`src/hw/rtl/iterative_linear_solver_defines.svh`:
```
// assertion macros used by the solver top level
`ifndef ITERATIVE_LINEAR_SOLVER_DEFINES_SVH
`define ITERATIVE_LINEAR_SOLVER_DEFINES_SVH

// same-cycle implication, checked out of reset
`define ILS_ASSERT_IMP(label, ante, cons) \
  label: assert property (@(posedge clk) disable iff (!rst_n) (ante) |-> (cons)) \
    else $error("solver assertion failed");

// next-cycle implication, checked out of reset
`define ILS_ASSERT_NEXT(label, ante, cons) \
  label: assert property (@(posedge clk) disable iff (!rst_n) (ante) |=> (cons)) \
    else $error("solver assertion failed");

`endif

```
`src/hw/rtl/ils_pkg.sv`:
```
`default_nettype none

package ils_pkg;

  localparam int DATA_W     = 64;
  localparam int FRAC_W     = 40;
  localparam int ROW_W      = 3;
  localparam int COL_W      = 4;
  localparam int CNT_W      = 4;
  localparam int SWP_W      = 16;
  localparam int TOL_W      = 41;
  localparam int CFG_IDX_W  = 2;
  localparam int CFG_DATA_W = 41;

  localparam logic [DATA_W-1:0] SMAX = 64'h7FFF_FFFF_FFFF_FFFF;
  localparam logic [DATA_W-1:0] SMIN = 64'h8000_0000_0000_0000;

  // result status codes
  localparam logic [1:0] ST_CONVERGED = 2'd0;
  localparam logic [1:0] ST_LIMIT     = 2'd1;
  localparam logic [1:0] ST_ZERO_DIAG = 2'd2;

  // configuration register indexes
  localparam logic [CFG_IDX_W-1:0] CFG_METHOD = 2'd0;
  localparam logic [CFG_IDX_W-1:0] CFG_SIZE   = 2'd1;
  localparam logic [CFG_IDX_W-1:0] CFG_TOL    = 2'd2;
  localparam logic [CFG_IDX_W-1:0] CFG_MAXIT  = 2'd3;

  typedef struct packed {
    logic [ROW_W-1:0]         row_index;
    logic [COL_W-1:0]         col_index;
    logic signed [DATA_W-1:0] coef_value;
    logic                     load_last;
  } in_item_t;

  typedef struct packed {
    logic [ROW_W-1:0]         unknown_index;
    logic signed [DATA_W-1:0] solution_value;
    logic [SWP_W-1:0]         sweeps_done;
    logic [1:0]               status;
    logic                     result_last;
  } out_item_t;

  // controller to datapath
  typedef struct packed {
    logic             load_wr;
    logic             x_clear;
    logic             diag_ld;
    logic             div_start;
    logic             div_step;
    logic             norm_wr;
    logic             prev_copy;
    logic             chg_clr;
    logic             acc_ld;
    logic             mul_ld;
    logic             mul_step;
    logic [1:0]       mul_sel;
    logic             mul_fin;
    logic             acc_sub;
    logic             x_wr;
    logic             chg_upd;
    logic [CNT_W-1:0] row;
    logic [CNT_W-1:0] col;
  } cmd_t;

  // datapath to controller
  typedef struct packed {
    logic diag_zero;
    logic conv;
  } sts_t;

  function automatic logic [DATA_W-1:0] magnitude(input logic [DATA_W-1:0] v);
    return v[DATA_W-1] ? (64'd0 - v) : v;
  endfunction

  function automatic logic [DATA_W-1:0] signed_sat(input logic neg,
                                                   input logic [DATA_W-1:0] m);
    logic [DATA_W-1:0] res;
    if (neg) begin
      res = m[DATA_W-1] ? SMIN : (64'd0 - m);
    end else begin
      res = m[DATA_W-1] ? SMAX : m;
    end
    return res;
  endfunction

  function automatic logic [DATA_W-1:0] sub_sat(input logic [DATA_W-1:0] a,
                                                input logic [DATA_W-1:0] b);
    logic [DATA_W-1:0] s;
    logic [DATA_W-1:0] res;
    s = a - b;
    if ((a[DATA_W-1] != b[DATA_W-1]) && (s[DATA_W-1] != a[DATA_W-1])) begin
      res = a[DATA_W-1] ? SMIN : SMAX;
    end else begin
      res = s;
    end
    return res;
  endfunction

  // absolute value clamped to the largest positive value
  function automatic logic [DATA_W-1:0] change_mag(input logic [DATA_W-1:0] v);
    logic [DATA_W-1:0] m;
    m = magnitude(v);
    return m[DATA_W-1] ? SMAX : m;
  endfunction

endpackage

`default_nettype wire

```
`src/hw/rtl/ils_ctrl.sv`:
```
`default_nettype none

module ils_ctrl #(
  parameter int MAX_UNKNOWNS = 8
) (
  input  wire logic                         clk,
  input  wire logic                         rst_n,
  input  wire logic                         in_valid,
  input  wire logic                         in_last,
  output logic                              in_ready,
  output logic                              out_valid,
  input  wire logic                         out_ready,
  input  wire logic [ils_pkg::CNT_W-1:0]    system_size,
  input  wire logic [ils_pkg::SWP_W-1:0]    max_iterations,
  input  wire ils_pkg::sts_t                sts,
  output ils_pkg::cmd_t                     cmd,
  output logic      [ils_pkg::ROW_W-1:0]    out_index,
  output logic      [ils_pkg::SWP_W-1:0]    sweeps,
  output logic      [1:0]                   status,
  output logic                              out_last
);

  localparam int CW = ils_pkg::CNT_W;

  typedef enum logic [19:0] {
    S_IDLE     = 20'h00001,
    S_DG_RD    = 20'h00002,
    S_DG_LD    = 20'h00004,
    S_DG_CHK   = 20'h00008,
    S_DV_RD    = 20'h00010,
    S_DV_INIT  = 20'h00020,
    S_DV_RUN   = 20'h00040,
    S_DV_WR    = 20'h00080,
    S_SW_START = 20'h00100,
    S_AC_RD    = 20'h00200,
    S_AC_LD    = 20'h00400,
    S_MC_CHK   = 20'h00800,
    S_MC_LD    = 20'h01000,
    S_MC_RUN   = 20'h02000,
    S_MC_FIN   = 20'h04000,
    S_MC_SUB   = 20'h08000,
    S_XW       = 20'h10000,
    S_CHG      = 20'h20000,
    S_SW_END   = 20'h40000,
    S_OUT      = 20'h80000
  } state_t;

  state_t                    state_r, state_nxt;
  logic [CW-1:0]             i_r, i_nxt;
  logic [CW-1:0]             j_r, j_nxt;
  logic [5:0]                cnt_r, cnt_nxt;
  logic                      zflag_r, zflag_nxt;
  logic [ils_pkg::SWP_W-1:0] sweeps_r, sweeps_nxt;
  logic [1:0]                status_r, status_nxt;
  logic [CW-1:0]             n_w;
  logic [ils_pkg::SWP_W-1:0] lim_w;
  logic                      i_last;

  // active size and sweep limit
  always_comb begin
    if (system_size == '0) begin
      n_w = CW'(1);
    end else if (32'(system_size) > 32'(MAX_UNKNOWNS)) begin
      n_w = CW'(MAX_UNKNOWNS);
    end else begin
      n_w = system_size;
    end
  end

  assign lim_w  = (max_iterations == '0) ? 16'd1 : max_iterations;
  assign i_last = (i_r == (n_w - CW'(1)));

  // sequencer
  always_comb begin
    state_nxt  = state_r;
    i_nxt      = i_r;
    j_nxt      = j_r;
    cnt_nxt    = cnt_r;
    zflag_nxt  = zflag_r;
    sweeps_nxt = sweeps_r;
    status_nxt = status_r;
    cmd        = '0;
    cmd.row    = i_r;
    cmd.col    = j_r;
    unique case (state_r)
      S_IDLE: begin
        cmd.load_wr = in_valid;
        if (in_valid && in_last) begin
          cmd.x_clear = 1'b1;
          i_nxt       = '0;
          zflag_nxt   = 1'b0;
          sweeps_nxt  = '0;
          state_nxt   = S_DG_RD;
        end
      end
      S_DG_RD: begin
        cmd.col   = i_r;
        state_nxt = S_DG_LD;
      end
      S_DG_LD: begin
        cmd.diag_ld = 1'b1;
        state_nxt   = S_DG_CHK;
      end
      S_DG_CHK: begin
        if (sts.diag_zero) begin
          zflag_nxt = 1'b1;
          if (i_last) begin
            status_nxt = ils_pkg::ST_ZERO_DIAG;
            i_nxt      = '0;
            state_nxt  = S_OUT;
          end else begin
            i_nxt     = i_r + CW'(1);
            state_nxt = S_DG_RD;
          end
        end else begin
          j_nxt     = '0;
          state_nxt = S_DV_RD;
        end
      end
      S_DV_RD: begin
        state_nxt = S_DV_INIT;
      end
      S_DV_INIT: begin
        cmd.div_start = 1'b1;
        cnt_nxt       = '0;
        state_nxt     = S_DV_RUN;
      end
      S_DV_RUN: begin
        cmd.div_step = 1'b1;
        cnt_nxt      = cnt_r + 6'd1;
        if (cnt_r == 6'd63) begin
          state_nxt = S_DV_WR;
        end
      end
      S_DV_WR: begin
        cmd.norm_wr = 1'b1;
        if (j_r == n_w) begin
          if (i_last) begin
            i_nxt = '0;
            if (zflag_r) begin
              status_nxt = ils_pkg::ST_ZERO_DIAG;
              state_nxt  = S_OUT;
            end else begin
              state_nxt = S_SW_START;
            end
          end else begin
            i_nxt     = i_r + CW'(1);
            state_nxt = S_DG_RD;
          end
        end else begin
          j_nxt     = j_r + CW'(1);
          state_nxt = S_DV_RD;
        end
      end
      S_SW_START: begin
        cmd.prev_copy = 1'b1;
        cmd.chg_clr   = 1'b1;
        sweeps_nxt    = sweeps_r + 16'd1;
        i_nxt         = '0;
        state_nxt     = S_AC_RD;
      end
      S_AC_RD: begin
        cmd.col   = n_w;
        state_nxt = S_AC_LD;
      end
      S_AC_LD: begin
        cmd.acc_ld = 1'b1;
        j_nxt      = '0;
        state_nxt  = S_MC_CHK;
      end
      S_MC_CHK: begin
        if (j_r == n_w) begin
          state_nxt = S_XW;
        end else if (j_r == i_r) begin
          j_nxt = j_r + CW'(1);
        end else begin
          state_nxt = S_MC_LD;
        end
      end
      S_MC_LD: begin
        cmd.mul_ld = 1'b1;
        cnt_nxt    = '0;
        state_nxt  = S_MC_RUN;
      end
      S_MC_RUN: begin
        cmd.mul_step = 1'b1;
        cmd.mul_sel  = cnt_r[1:0];
        cnt_nxt      = cnt_r + 6'd1;
        if (cnt_r[1:0] == 2'd3) begin
          state_nxt = S_MC_FIN;
        end
      end
      S_MC_FIN: begin
        cmd.mul_fin = 1'b1;
        state_nxt   = S_MC_SUB;
      end
      S_MC_SUB: begin
        cmd.acc_sub = 1'b1;
        j_nxt       = j_r + CW'(1);
        state_nxt   = S_MC_CHK;
      end
      S_XW: begin
        cmd.x_wr  = 1'b1;
        state_nxt = S_CHG;
      end
      S_CHG: begin
        cmd.chg_upd = 1'b1;
        if (i_last) begin
          state_nxt = S_SW_END;
        end else begin
          i_nxt     = i_r + CW'(1);
          state_nxt = S_AC_RD;
        end
      end
      S_SW_END: begin
        i_nxt = '0;
        if (sts.conv) begin
          status_nxt = ils_pkg::ST_CONVERGED;
          state_nxt  = S_OUT;
        end else if (sweeps_r >= lim_w) begin
          status_nxt = ils_pkg::ST_LIMIT;
          state_nxt  = S_OUT;
        end else begin
          state_nxt = S_SW_START;
        end
      end
      S_OUT: begin
        if (out_ready) begin
          if (i_last) begin
            state_nxt = S_IDLE;
          end else begin
            i_nxt = i_r + CW'(1);
          end
        end
      end
      default: begin
        state_nxt = S_IDLE;
      end
    endcase
  end

  // control registers
  always_ff @(posedge clk) begin
    if (!rst_n) begin
      state_r  <= S_IDLE;
      i_r      <= '0;
      j_r      <= '0;
      cnt_r    <= '0;
      zflag_r  <= 1'b0;
      sweeps_r <= '0;
      status_r <= ils_pkg::ST_CONVERGED;
    end else begin
      state_r  <= state_nxt;
      i_r      <= i_nxt;
      j_r      <= j_nxt;
      cnt_r    <= cnt_nxt;
      zflag_r  <= zflag_nxt;
      sweeps_r <= sweeps_nxt;
      status_r <= status_nxt;
    end
  end

  assign in_ready  = (state_r == S_IDLE);
  assign out_valid = (state_r == S_OUT);
  assign out_index = i_r[ils_pkg::ROW_W-1:0];
  assign sweeps    = sweeps_r;
  assign status    = status_r;
  assign out_last  = i_last;

endmodule

`default_nettype wire

```
`config.mk`:
```
export PLATFORM = sky130hd
export DESIGN_NAME = ils_ctrl
export DESIGN_NICKNAME = d
export VERILOG_FILES = /design/src/hw/rtl/iterative_linear_solver_defines.svh /design/src/hw/rtl/ils_pkg.sv /design/src/hw/rtl/ils_ctrl.sv
export SDC_FILE = /design/constraint.sdc
export NUM_CORES = 1
export LEC_CHECK = 0
export BUFFER_PORTS_ARGS = -buffer_cell sky130_fd_sc_hd__buf_2
export CAP_MARGIN = 20
export CORE_MARGIN = 5
export CORE_UTILIZATION = 25
export DETAILED_ROUTE_END_ITERATION = 10
export REMOVE_ABC_BUFFERS = 1
export SLEW_MARGIN = 0
export SYNTH_ARGS = -nofsm -noshare
export SYNTH_HDL_FRONTEND = slang
export SYNTH_SLANG_ARGS = --single-unit
```
`constraint.sdc`:
```
create_clock -name clk -period 4.3 [get_ports clk]
set_clock_uncertainty 0.1 [all_clocks]
set_input_delay 0.43 -clock clk [delete_from_list [all_inputs] [get_ports clk]]
set_output_delay 0.43 -clock clk [all_outputs]
set_load 0.02 [all_outputs]
```
==> summary.txt <==
Status
  • Outcome: finished clean

Yosys
  • Area contributors post-synth: dfxtp_1 (28%), ha_1 (6.9%), nor2_1 (4.6%), a21oi_1 (4.3%), inv_1 (3.2%)
  • Synth Instances: 485
  • Post-synth ARST share: 0
  • Post-synth EDFFs: 0
  • Post-synth top area cell: dfxtp_1
  • Post-synthesis mux area share: 0.00262
  • Synth Cell Area: 3820 um2
  • Seq cells post-synth: 53
  • Primary FF master, synth: dfxtp_1
  • Unique masters post-synth: 65
  • Synth Warn #: 0
  • Post-synthesis xor/xnor area fraction: 0.0528
  • Synth top area share: 0.278
  • Post-Synth Adder-Cell Area: 0.0688
  • Sequential cell area fraction in the yosys report: 0.278
  • Post-synthesis simple-gate area fraction: 0.364
  • Compound-Gate Fraction of Synth Area: 0.168
  • Largest family of logic cells by synthesized area: simple AND/OR/NAND/NOR gates
  • Syn avg cell area: 7.87 um2

Timing
  • Max Fclk: 292 MHz
  • Pins over their slew limit: 0
  • Hold Fails Final Rpt: 0
  • Setup TNS: 0 ns
  • Worst slew pin tran: 1.04 ns
  • Final period util: 0.796
  • Post-route worst setup slack: 0.876 ns
  • Fin crit period: 3.42 ns
  • Setup-failing EPs final: 0
  • RSZ-0062 raised after global routing: false
  • Rel. slew slack: 0.302

Floorplan
  • Io pins: 76
  • Chip width: 134 um
  • Core Rows: 45
  • Floorplan core area: 15100 um2
  • Die Y: 134 um
  • Die footprint: 17800 um2
  • Starting Density: 0.253

Layout
  • Antenna cells: 0
  • # nets final: 592
  • Area delta synth->final: 17.1%
  • Filler cells: 1641
  • Multi-input logic area: 2510 um2
  • Storage element area: 1060 um2
  • Layout cells sized above 1: 0.195

Pwr
  • Comb pwr share: 0.233
  • Maximum VDD drop: 0.000173 V
  • Switching share of power: 0.323
  • Int Power: 0.868 mW
  • Clock share of power: 0.363
  • Psw: 0.415 mW
  • PwrDens: 287 nW/um2
  • Pleak: 1.99 nW
  • Sequential share of power: 0.404

Worst setup path
  • CP endpoint kind: output pin
  • Crit start category: register
  • Worst Path Arrival: 2.89 ns
  • Crit path kind: register to output pin
  • Req. time, crit path: 3.77 ns
  • Critical path fanouts, max: 8
  • Worst path max stage delay: 0.64 ns
  • Buffers & Inverters on Critical Path: 1
  • Worst-path cell chain: or4_1, nor4_2, and4b_1, nor2_1, a221o_1, buf_2
  • Critical path's top delay family: simple AND/OR/NAND/NOR gates
  • Slowest CP cell: or4_1

Clocking
  • # clock sinks: 53
  • Post_cts resized: 0
  • CTS Buf Count: 5
  • Worst skew pair latency: 0.30 ns
  • CTS tree: yes
  • CTS Buffer Depth: 2
  • Clock Pin Slew Worst Setup and Hold Paths: 0.07 ns
  • Hold_buf cts: 0
  • CTS root buf: clkbuf_16
  • H-tree levels: 2
  • Postcts setup bufs: 0

Place
  • Placement Setup Slack: 1.19 ns
  • IO buf count: 75
  • Final HPWL DP: 8570 um
  • Final Wtd Congestion: 0.878

Routing
  • Residual DRC: 0
  • Antenna viol nets, final: 0
  • Routed length on met3: 584 um
  • Iter 0 DRT Violations: 224
  • Routed WL: 11100 um
  • DR pass1 iterations: 5
  • Metal2 WL: 4860 um
  • M1 WL: 5400 um
  • Vias per std cell: 5.05
  • Avg WL per Cell: 15.1 um
  • Via count: 3700
  • Top Layer Used: met5

Global routing
  • Largest net degree at the start of global routing: 23
  • First-pass GRT wire length: 17500 um
  • Overflow after GRT: 0
  • GRT Overall Usage: 0.121
  • Initial antenna violation count: 1
  • Vias in the first global route: 3273

Min path
  • Worst min path class: primary input to register

Flow run
  • MaxCap Viol Count: 0
-- path summary, 6_finish.rpt --
| path | slack (ns) | to | depth (start not counted) | startpoint |
|---|---|---|---|---|
| setup reg to reg | 1.35 | sweeps[15]$_SDFFE_PN0P_ | 8 | state_r[0]$_SDFFE_PN1P_ |
| setup / recovery | 0.88 | cmd[1] | 6 | state_r[4]$_SDFFE_PN0P_ |
| hold / removal | 0.33 | status[0]$_SDFFE_PN0P_ | 3 | sts[0] |
| hold reg to reg | 0.39 | status[0]$_SDFFE_PN0P_ | 2 | status[0]$_SDFFE_PN0P_ |
-- stage by stage --
stage          utilization  hold slack [ns]  instances  area (um2)  power (mW)
2_1_floorplan            -            0.358        462        3700       0.723
3_3_place_gp         0.286            0.359        725        4310       0.824
3_5_place_dp         0.286            0.369        725        4310       0.824
4_1_cts              0.296            0.318        732        4470        1.29
5_1_grt              0.296            0.346        732        4470        1.34
6_report             0.296            0.327        732        4470        1.28
-- sequential cells by signal (all words and copies together), names as in the netlist --
| signal | count |
|---|---|
| state_r | 20 |
| sweeps | 16 |
| cnt_r | 6 |
| i_r | 4 |
| j_r | 4 |
| status | 2 |
| zflag_r | 1 |
-- power by group through the flow --
stage	logic [mW]	clock network, mW	registers [mW]
after detailed placement	0.296	0	0.529
after floorplan	0.199	0	0.524
after CTS	0.297	0.480	0.517
after global placement	0.295	0	0.529
final	0.299	0.466	0.518
after global routing	0.327	0.497	0.519
-- area by class of cell --
class                           count  area share
Clock buffer                        5      0.0280
Inverter                           35      0.0294
Sequential cell                    53       0.237
Tap cell                          188      0.0526
Clock inverter                      2     0.00784
Multi-Input combinational cell    374       0.561
Timing Repair Buffer               75      0.0840
-- kinds of logic after synthesis --
kind of cell	Yosys count
buffers and inverters	58
adders and majority gates	21
AOI/OAI and AO/OA	98
muxes	1
and+or+nand+nor	231
DFF	53
xor gates and xnor gates	23
-- cell usage in the layout (no fill, tap or decap), types with 5 or more instances in the layout --
| cell | n |
|---|---|
| buf_2 | 75 |
| nor4_4 | 5 |
| a21o_1 | 6 |
| nor4b_1 | 6 |
| or2_2 | 7 |
| nand3_1 | 14 |
| nand2_1 | 29 |
| ha_1 | 21 |
| inv_1 | 33 |
| or3_1 | 8 |
| o21ai_0 | 19 |
| or4_1 | 9 |
| a21oi_1 | 33 |
| nor4_1 | 13 |
| and3_1 | 13 |
| nand4_1 | 15 |
| dfxtp_1 | 53 |
| xnor2_1 | 12 |
| nand2b_1 | 10 |
| o21a_1 | 7 |
| clkbuf_16 | 5 |
| nor2_1 | 47 |
| xor2_1 | 11 |
| and2_1 | 9 |
| nor3_1 | 19 |
-- cell usage after synthesis, types with 3 or more instances --
cell type / instances
dfxtp_1: 53
nor2_1: 47
a21oi_1: 33
inv_1: 33
nand2_1: 29
ha_1: 21
nor3_1: 19
o21ai_0: 19
nand4_1: 15
nand3_1: 14
and3_1: 13
clkbuf_1: 13
nor4_1: 13
xnor2_1: 12
xor2_1: 11
nand2b_1: 10
and2_1: 9
or4_1: 9
or3_1: 8
o21a_1: 7
or2_2: 7
a21o_1: 6
nor4b_1: 6
nor4_4: 5
buf_4: 4
nand3b_1: 4
nor2b_1: 4
nor4_2: 4
o2111ai_1: 4
o211ai_1: 4
a221o_1: 3
buf_2: 3
nor3b_1: 3
-- routing by layer --
layer,global-route usage,vias to the layer above
li1,-,1882
met1,0.173,1705
met2,0.180,96
met3,0.0291,15
met4,0.0389,2
met5,0,-
-- worst reg2reg max path, delay by kind of cell (launching register included) --
| kind | cells | cell delay [ns] |
|---|---|---|
| AND/OR/NAND/NOR | 5 | 1.66 |
| XOR/XNOR | 1 | 0.16 |
| buffers and inverters | 1 | 0.11 |
| flip-flops | 1 | 0.53 |
| AO/OA/AOI/OAI | 1 | 0.28 |
No activity file was read; power rests on OpenSTA's default activity.
